**config.mk**
```make
export PLATFORM = sky130hd
export DESIGN_NAME = motor_speed_frame_parser
export DESIGN_NICKNAME = d
export VERILOG_FILES = /design/src/sv/msfp_pkg.sv /design/src/sv/msfp_front.sv /design/src/sv/msfp_queue.sv /design/src/sv/msfp_back.sv /design/src/sv/motor_speed_frame_parser.sv
export SDC_FILE = /design/constraint.sdc
export NUM_CORES = 1
export LEC_CHECK = 0
export ABC_AREA = 1
export BUFFER_PORTS_ARGS = -buffer_cell sky130_fd_sc_hd__buf_2
export CAP_MARGIN = 20
export CORE_MARGIN = 2
export CORE_UTILIZATION = 42
export CTS_CLUSTER_DIAMETER = 30
export CTS_CLUSTER_SIZE = 12
export DETAILED_ROUTE_END_ITERATION = 16
export HOLD_SLACK_MARGIN = 0.06
export MAX_ROUTING_LAYER = met4
export PLACE_DENSITY_LB_ADDON = 0.2
export SYNTH_ARGS = -nofsm -noshare
export SYNTH_HDL_FRONTEND = slang
export SYNTH_SLANG_ARGS = --single-unit
export TNS_END_PERCENT = 30
```
**constraint.sdc**
```tcl
create_clock -name clk_i -period 4.71 [get_ports clk_i]
set_input_delay 0.471 -clock clk_i [delete_from_list [all_inputs] [get_ports clk_i]]
set_output_delay 0.471 -clock clk_i [all_outputs]
set_load 0.005 [all_outputs]
```
**src/sv/msfp_pkg.sv**
```systemverilog
// ----------------------------------------------------------------------------
// msfp_pkg
// Shared types and constants for the motor speed frame parser.
// ----------------------------------------------------------------------------
package msfp_pkg;

  localparam int unsigned MAX_DIGITS_DEF = 7;
  localparam int unsigned NUM_VALUES_DEF = 4;

  localparam int unsigned SPEED_W = 16;
  localparam int unsigned NUM_OUT = 4;
  localparam int unsigned OUT_W   = SPEED_W * NUM_OUT;

  localparam int unsigned QUEUE_AW    = 1;
  localparam int unsigned QUEUE_DEPTH = 2 ** QUEUE_AW;

  localparam logic [7:0] CH_DOLLAR = 8'h24;
  localparam logic [7:0] CH_M      = 8'h4D;
  localparam logic [7:0] CH_S      = 8'h53;
  localparam logic [7:0] CH_P      = 8'h50;
  localparam logic [7:0] CH_D      = 8'h44;
  localparam logic [7:0] CH_COLON  = 8'h3A;
  localparam logic [7:0] CH_HASH   = 8'h23;
  localparam logic [7:0] CH_COMMA  = 8'h2C;
  localparam logic [7:0] CH_MINUS  = 8'h2D;
  localparam logic [7:0] CH_ZERO   = 8'h30;
  localparam logic [7:0] CH_NINE   = 8'h39;

  typedef enum logic [3:0] {
    TK_DOLLAR,
    TK_M,
    TK_S,
    TK_P,
    TK_D,
    TK_COLON,
    TK_HASH,
    TK_COMMA,
    TK_MINUS,
    TK_DIGIT,
    TK_OTHER
  } tok_e;

  typedef struct packed {
    tok_e       kind;
    logic [3:0] digit;
  } token_t;

  typedef enum logic [2:0] {
    PH_IDLE,
    PH_DOLLAR,
    PH_M,
    PH_S,
    PH_P,
    PH_D,
    PH_DATA
  } phase_e;

endpackage

```
**src/sv/msfp_front.sv**
```systemverilog
// ----------------------------------------------------------------------------
// msfp_front
// Accepts received bytes and classifies each into a parser token.
// ----------------------------------------------------------------------------
module msfp_front (
  input  logic            s_axis_tvalid,
  output logic            s_axis_tready,
  input  logic [7:0]      s_axis_tdata,
  input  logic            full_i,
  output logic            push_o,
  output msfp_pkg::token_t tok_o
);
  import msfp_pkg::*;

  assign s_axis_tready = ~full_i;
  assign push_o        = s_axis_tvalid & ~full_i;

  always_comb begin
    tok_o.digit = s_axis_tdata[3:0];
    if (s_axis_tdata inside {[CH_ZERO:CH_NINE]}) begin
      tok_o.kind = TK_DIGIT;
    end else begin
      case (s_axis_tdata)
        CH_DOLLAR: tok_o.kind = TK_DOLLAR;
        CH_M:      tok_o.kind = TK_M;
        CH_S:      tok_o.kind = TK_S;
        CH_P:      tok_o.kind = TK_P;
        CH_D:      tok_o.kind = TK_D;
        CH_COLON:  tok_o.kind = TK_COLON;
        CH_HASH:   tok_o.kind = TK_HASH;
        CH_COMMA:  tok_o.kind = TK_COMMA;
        CH_MINUS:  tok_o.kind = TK_MINUS;
        default:   tok_o.kind = TK_OTHER;
      endcase
    end
  end

endmodule

```
**src/sv/msfp_queue.sv**
```systemverilog
// ----------------------------------------------------------------------------
// msfp_queue
// Short token queue between the classifier and the parser.
// ----------------------------------------------------------------------------
module msfp_queue (
  input  logic             clk_i,
  input  logic             rst_ni,
  input  logic             push_i,
  input  msfp_pkg::token_t data_i,
  output logic             full_o,
  input  logic             pop_i,
  output logic             valid_o,
  output msfp_pkg::token_t data_o
);
  import msfp_pkg::*;

  token_t              mem_q [QUEUE_DEPTH];
  logic [QUEUE_AW-1:0] wr_ptr_q, wr_ptr_d;
  logic [QUEUE_AW-1:0] rd_ptr_q, rd_ptr_d;
  logic [QUEUE_AW:0]   cnt_q, cnt_d;

  assign full_o  = (cnt_q == (QUEUE_AW+1)'(QUEUE_DEPTH));
  assign valid_o = (cnt_q != '0);
  assign data_o  = mem_q[rd_ptr_q];

  always_comb begin
    wr_ptr_d = push_i ? wr_ptr_q + 1'b1 : wr_ptr_q;
    rd_ptr_d = pop_i  ? rd_ptr_q + 1'b1 : rd_ptr_q;
    cnt_d    = cnt_q;
    if (push_i && !pop_i) begin
      cnt_d = cnt_q + 1'b1;
    end else if (!push_i && pop_i) begin
      cnt_d = cnt_q - 1'b1;
    end
  end

  always_ff @(posedge clk_i or negedge rst_ni) begin
    if (!rst_ni) begin
      wr_ptr_q <= '0;
      rd_ptr_q <= '0;
      cnt_q    <= '0;
    end else begin
      wr_ptr_q <= wr_ptr_d;
      rd_ptr_q <= rd_ptr_d;
      cnt_q    <= cnt_d;
    end
  end

  always_ff @(posedge clk_i) begin
    if (push_i) begin
      mem_q[wr_ptr_q] <= data_i;
    end
  end

endmodule

```
**src/sv/msfp_back.sv**
```systemverilog
// ----------------------------------------------------------------------------
// msfp_back
// Frame parser: header tracking, decimal accumulation, value slots and the
// registered result output.
// ----------------------------------------------------------------------------
module msfp_back #(
  parameter int unsigned MAX_DIGITS = msfp_pkg::MAX_DIGITS_DEF,
  parameter int unsigned NUM_VALUES = msfp_pkg::NUM_VALUES_DEF
) (
  input  logic                         clk_i,
  input  logic                         rst_ni,
  input  logic                         valid_i,
  input  msfp_pkg::token_t             tok_i,
  output logic                         pop_o,
  output logic                         m_axis_tvalid,
  input  logic                         m_axis_tready,
  output logic [msfp_pkg::OUT_W-1:0]   m_axis_tdata
);
  import msfp_pkg::*;

  localparam int unsigned SLOT_W = $clog2(NUM_VALUES + 1);
  localparam int unsigned DCNT_W = (MAX_DIGITS < 2) ? 1 : $clog2(MAX_DIGITS + 1);
  localparam int unsigned SLOT_N = (NUM_VALUES > NUM_OUT) ? NUM_VALUES : NUM_OUT;

  phase_e              phase_q, phase_d;
  logic [SLOT_W-1:0]   slot_q, slot_d;
  logic [DCNT_W-1:0]   dcnt_q, dcnt_d;
  logic [SPEED_W-1:0]  acc_q, acc_d;
  logic                neg_q, neg_d;
  logic [SPEED_W-1:0]  slots_q [SLOT_N];
  logic [SPEED_W-1:0]  slots_d [SLOT_N];
  logic                out_valid_q, out_valid_d;
  logic [OUT_W-1:0]    out_data_q, out_data_d;

  logic                in_data;
  logic                hash_hit;
  logic                store;
  logic [SPEED_W-1:0]  pending;

  // only a frame end needs the output register free
  assign hash_hit      = (phase_q == PH_DATA) & (tok_i.kind == TK_HASH);
  assign pop_o         = valid_i & (~hash_hit | ~out_valid_q | m_axis_tready);
  assign in_data       = pop_o & (phase_q == PH_DATA);
  assign pending       = neg_q ? (SPEED_W'(0) - acc_q) : acc_q;
  assign m_axis_tvalid = out_valid_q;
  assign m_axis_tdata  = out_data_q;

  // next phase
  always_comb begin
    phase_d = phase_q;
    if (pop_o) begin
      case (phase_q)
        PH_IDLE:   phase_d = (tok_i.kind == TK_DOLLAR) ? PH_DOLLAR : PH_IDLE;
        PH_DOLLAR: phase_d = (tok_i.kind == TK_M)      ? PH_M      : PH_IDLE;
        PH_M:      phase_d = (tok_i.kind == TK_S)      ? PH_S      : PH_IDLE;
        PH_S:      phase_d = (tok_i.kind == TK_P)      ? PH_P      : PH_IDLE;
        PH_P:      phase_d = (tok_i.kind == TK_D)      ? PH_D      : PH_IDLE;
        PH_D:      phase_d = (tok_i.kind == TK_COLON)  ? PH_DATA   : PH_IDLE;
        PH_DATA:   phase_d = (tok_i.kind == TK_HASH)   ? PH_IDLE   : PH_DATA;
        default:   phase_d = PH_IDLE;
      endcase
    end
  end

  // value section datapath
  always_comb begin
    slot_d      = slot_q;
    dcnt_d      = dcnt_q;
    acc_d       = acc_q;
    neg_d       = neg_q;
    store       = 1'b0;
    out_valid_d = out_valid_q & ~m_axis_tready;

    if (in_data) begin
      case (tok_i.kind)
        TK_HASH: begin
          store  = (slot_q == SLOT_W'(NUM_VALUES - 1)) && (dcnt_q != '0);
          slot_d = '0;
          dcnt_d = '0;
          acc_d  = '0;
          neg_d  = 1'b0;
          out_valid_d = 1'b1;
        end
        TK_COMMA: begin
          if (slot_q < SLOT_W'(NUM_VALUES)) begin
            if (dcnt_q != '0) begin
              store  = 1'b1;
              slot_d = slot_q + SLOT_W'(1);
            end
            dcnt_d = '0;
            acc_d  = '0;
            neg_d  = 1'b0;
          end
        end
        TK_MINUS: neg_d = 1'b1;
        TK_DIGIT: begin
          if (dcnt_q < DCNT_W'(MAX_DIGITS)) begin
            acc_d  = (acc_q << 3) + (acc_q << 1) + SPEED_W'(tok_i.digit);
            dcnt_d = dcnt_q + DCNT_W'(1);
          end
        end
        default: ;
      endcase
    end

    for (int k = 0; k < SLOT_N; k++) begin
      slots_d[k] = slots_q[k];
      if (store && (k < NUM_VALUES) && (32'(slot_q) == k)) begin
        slots_d[k] = pending;
      end
    end

    out_data_d = out_data_q;
    if (in_data && (tok_i.kind == TK_HASH)) begin
      for (int k = 0; k < NUM_OUT; k++) begin
        out_data_d[k*SPEED_W +: SPEED_W] = slots_d[k];
      end
    end
  end

  always_ff @(posedge clk_i or negedge rst_ni) begin
    if (!rst_ni) begin
      phase_q     <= PH_IDLE;
      slot_q      <= '0;
      dcnt_q      <= '0;
      acc_q       <= '0;
      neg_q       <= 1'b0;
      out_valid_q <= 1'b0;
      for (int k = 0; k < SLOT_N; k++) begin
        slots_q[k] <= '0;
      end
    end else begin
      phase_q     <= phase_d;
      slot_q      <= slot_d;
      dcnt_q      <= dcnt_d;
      acc_q       <= acc_d;
      neg_q       <= neg_d;
      out_valid_q <= out_valid_d;
      for (int k = 0; k < SLOT_N; k++) begin
        slots_q[k] <= slots_d[k];
      end
    end
  end

  always_ff @(posedge clk_i) begin
    out_data_q <= out_data_d;
  end

endmodule

```
**src/sv/motor_speed_frame_parser.sv**
```systemverilog
// ----------------------------------------------------------------------------
// motor_speed_frame_parser
// Parses ASCII frames "$MSPD:a,b,c,d#" from a byte stream into four speeds.
//
// Input channel s_axis: one received byte per transfer.
// Output channel m_axis: one transfer per completed frame, carrying the four
// stored speed values (16-bit two's complement each).
// A classifier takes one byte per cycle while the two-entry token queue is
// not full; the parser drains one token per cycle unless a '#' waits for the
// output. Sustained rate: one byte per cycle while m_axis does not stall.
// The result is registered when the parser pops the '#' token from the queue.
// When m_axis stalls with a result pending, the parser keeps taking bytes;
// only a later '#' waits for the output, and s_axis_tready drops once one
// more byte is queued behind it.
// Reset clears the queue, the parser state and all value slots to zero.
// ----------------------------------------------------------------------------
module motor_speed_frame_parser #(
  parameter int unsigned MAX_DIGITS = msfp_pkg::MAX_DIGITS_DEF,
  parameter int unsigned NUM_VALUES = msfp_pkg::NUM_VALUES_DEF
) (
  input  logic                       clk_i,
  input  logic                       rst_ni,
  input  logic                       s_axis_tvalid,
  output logic                       s_axis_tready,
  input  logic [7:0]                 s_axis_tdata,   // [7:0] rx_byte
  output logic                       m_axis_tvalid,
  input  logic                       m_axis_tready,
  // [15:0] speed_one, [31:16] speed_two, [47:32] speed_three,
  // [63:48] speed_four
  output logic [msfp_pkg::OUT_W-1:0] m_axis_tdata
);
  import msfp_pkg::*;

  logic   push;
  logic   full;
  logic   pop;
  logic   q_valid;
  token_t tok_in;
  token_t tok_out;

  msfp_front u_front (
    .s_axis_tvalid (s_axis_tvalid),
    .s_axis_tready (s_axis_tready),
    .s_axis_tdata  (s_axis_tdata),
    .full_i        (full),
    .push_o        (push),
    .tok_o         (tok_in)
  );

  msfp_queue u_queue (
    .clk_i   (clk_i),
    .rst_ni  (rst_ni),
    .push_i  (push),
    .data_i  (tok_in),
    .full_o  (full),
    .pop_i   (pop),
    .valid_o (q_valid),
    .data_o  (tok_out)
  );

  msfp_back #(
    .MAX_DIGITS (MAX_DIGITS),
    .NUM_VALUES (NUM_VALUES)
  ) u_back (
    .clk_i         (clk_i),
    .rst_ni        (rst_ni),
    .valid_i       (q_valid),
    .tok_i         (tok_out),
    .pop_o         (pop),
    .m_axis_tvalid (m_axis_tvalid),
    .m_axis_tready (m_axis_tready),
    .m_axis_tdata  (m_axis_tdata)
  );

endmodule

```
==> results.md <==
- Fin nets: 964
- Met3 Use GR: 3.33%
- Yosys Warn Count: 0
- Post-route ant nets: 0
- First-pass GRT wire length: 28200 µm
- Largest family of logic cells by synthesized area: simple AND/OR/NAND/NOR gates
- Die width: 145 µm
- Max VDD drop: 0.000237 V
- Avg Cell Area, Syn: 9.98 µm²
- Count leader, synth: nand2_1
- RSZ-0062 raised after global routing: false
- Largest area contributor in the netlist: edfxtp_1
- GR Layer Usage met1: 22.2%
- Crit-path max FO: 13
- IO Pins: 78
- Fillers: 1835
- CORE AREA: 0.0195 mm²
- Post-cts sizing count: 0
- Leak: 4.65 nW
- Top_reg_cell synth: dfrtp_1
- Layout Cells excl Fill: 1193
- Grt total ovfl: 0
- Crit Path Class: flip-flop to flip-flop
- Largest net degree at the start of global routing: 73
- Nature of the critical path endpoint: flip-flop
- Clk root buf: clkbuf_16
- Tmin final: 2.86 ns
- Via count: 5677
- Vias in the first global route: 5576
- Flops & latches, synth: 175
- Multi-input gate area: 0.00301 mm²
- Syn Inst Count: 836
- Adder-cell area share of the yosys netlist: 5.73%
- FF+latch area: 0.00478 mm²
- Routed WL: 16300 µm
- Multiplexer share of the synthesized area: 0.120%
- Worst-margin pin slew: 0.949 ns
- GRT Overall Usage: 17.0%
- Die height: 145 µm
- Post-synthesis net count: 885
- Placed cell count: 1161
- Layout Skew: 0.0162 ns
- Crit path arrival time: 3.14 ns
- Initial Utilization: 42.9%
- CTS tree: built
- Register area share after synthesis: 57.3%
- Die Area: 0.0210 mm²
- Pre-Repair DR Iteration Count: 5
- Share of layout cells above drive strength 1: 18.1%
- Final setup vio count: 0
- Req. time, crit path: 4.99 ns
- Slew Limit Fails: 0
- Pwr dens: 364 mW/mm²
- Iteration-0 DRC Markers: 266
- H-tree depth: 4
- DRC: 0
- Fmax: 350 MHz
- Netlist Area Pre-Place: 0.00835 mm²
- Worst min-delay path class: input port to async pin
- TritonCTS Buffers: 17
- Share of the synthesized area in the top cell type: 28.8%
- WHS: 0.166 ns
- GRT busiest layer: met2
- # Max-Cap Violations: 0
- Avg Vias per Cell: 4.76
- Global-route met2 utilization: 27.5%
- Top cells by count, synth: nand2_1 (241), dfrtp_1 (95), inv_1 (92)
- Site Rows: 51
- Post-synth ARST share: 54.3%
- Clk sinks: 175
- Synth Area in Compound Gates: 7.62%
- P&R area growth vs syn: 13.8%
- N_diodes: 0
- Simple-gate share of the synthesized area: 20.3%
- Area contributors post-synth: edfxtp_1 (29%), dfrtp_1 (28%), nand2_1 (11%)
- Post-CTS setup buffers: 0
- Synth Area in XOR/XNOR: 2.31%
- Worst setup SP type: flip-flop
- Bufs on Longest Clock Path: 2
- Distinct cells, synth: 40
- Reg clk slew, reported paths: 0.07 ns
- Placer Congestion: 0.909
- Setup_tns: 0 ns
- Worst rel slew slack: 36.7%
- Final hold violations: 0
- Buffers on Ports: 77
- Initial antenna violation count: 0
- Detail Placement HPWL: 11800 µm
- Clock Latency Late Sink: 0.43 ns
- Period utilization: 60.7%
- Post-synth EDFFs: 80
- Outcome: finished, final reports clean
- CTS Hold Bufs: 0
- Detailed-route wire length per cell: 13.6 µm
==> registers in the layout, indices dropped and copies added (netlist names) <==
signal	cells
u_back.acc_q	16
u_back.dcnt_q	3
u_back.m_axis_tdata	64
u_back.m_axis_tvalid	1
u_back.neg_q	1
u_back.phase_q	3
u_back.slot_q	3
u_back.slots_q	64
u_queue.cnt_q	2
u_queue.mem_q	16
u_queue.rd_ptr_q	1
u_queue.wr_ptr_q	1
==> final cells by class <==
class                   instances  area share [%]
clock inverters                15            1.90
inverters                      95            3.75
well taps                     265            3.49
multi-input cells             546            31.7
flip-flops and latches        175            50.3
repair buffers                 80            4.32
clock buffers                  17            4.48
==> routing by layer <==
layer  vias to the layer above  part of all wire, %  wire length [µm]
li1                       2913                    -                 -
met1                      2629                   48              7780
met2                       119                   48              7760
met3                        16                  3.7               609
met4                         0                 0.87               142
met5                         -                    0                 0
==> cells in the final DEF, fill, tap and decap left out, types with 3 or more instances in the layout <==
cell / n
o21ai_2: 28
o21ai_0: 8
nand4_1: 8
clkbuf_16: 17
nor3_1: 8
inv_1: 91
nor2_1: 51
nand3_2: 3
edfxtp_1: 80
a21oi_1: 10
ha_1: 35
buf_2: 76
xor2_1: 18
inv_2: 3
nand2_2: 9
xnor2_1: 4
dfrtp_1: 95
nand3_1: 46
nand3_4: 4
inv_8: 5
clkinv_8: 4
o21ai_1: 52
nand2_1: 241
buf_4: 4
==> worst paths after layout <==
| kind | startpoint | end | slack, ns | depth (start not counted) |
|---|---|---|---|---|
| max in group asynchronous | rst_ni | u_back.slots_q[29]$_DFF_PN0_ | 3.61 | 2 |
| hold reg to reg | u_queue.cnt_q[0]$_DFFE_PN0P_ | u_queue.cnt_q[0]$_DFFE_PN0P_ | 0.47 | 1 |
| min in group clk_i | s_axis_tdata[0] | u_queue.mem_q[0][0]$_DFFE_PP_ | 0.28 | 1 |
| hold / removal | rst_ni | u_back.slots_q[19]$_DFF_PN0_ | 0.17 | 1 |
| setup / recovery | u_queue.rd_ptr_q$_DFFE_PN0N_ | u_back.acc_q[10]$_DFFE_PN0P_ | 1.85 | 13 |
| setup reg to reg | u_queue.rd_ptr_q$_DFFE_PN0N_ | u_back.acc_q[10]$_DFFE_PN0P_ | 1.85 | 13 |
==> power by group <==
group	total, W	leakage [nW]	internal (W)	switching (W)
registers	0.00168	2.20	0.00164	0.0000393
clock network	0.00141	0.292	0.000723	0.000686
logic	0.000364	2.15	0.000109	0.000255
total	0.00346	4.65	0.00248	0.000980
==> critical path, stage by stage, from the launching register on <==
cell and delay (ns):
dfrtp_1 0.68, inv_2 0.17, nand2_1 0.10, nand2_1 0.05, ha_1 0.27, ha_1 0.24, fa_1 0.44, nand3_1 0.12
nand3_1 0.18, nand2_1 0.11, nand2_1 0.07, xor2_1 0.14, nand2_1 0.06, o21ai_1 0.09
==> cell families after synthesis <==
group	Yosys count
flip-flops	175
buffers and inverters	115
XOR/XNOR	22
adder cells (fa/ha/maj)	37
AND/OR/NAND/NOR	384
multiplexers	1
AO/OA/AOI/OAI	102
==> metrics by stage <==
stage | util (%) | instance area, µm² | setup slack (ns) | power, W
2_1_floorplan | - | 8350 | 1.74 | 0.00200
3_3_place_gp | 45.7 | 8890 | 1.93 | 0.00208
3_5_place_dp | 45.7 | 8890 | 1.83 | 0.00208
4_1_cts | 48.8 | 9500 | 1.82 | 0.00349
5_1_grt | 48.8 | 9500 | 1.57 | 0.00362
6_report | 48.8 | 9500 | 1.85 | 0.00346
No activity file was read; power rests on OpenSTA's default activity.
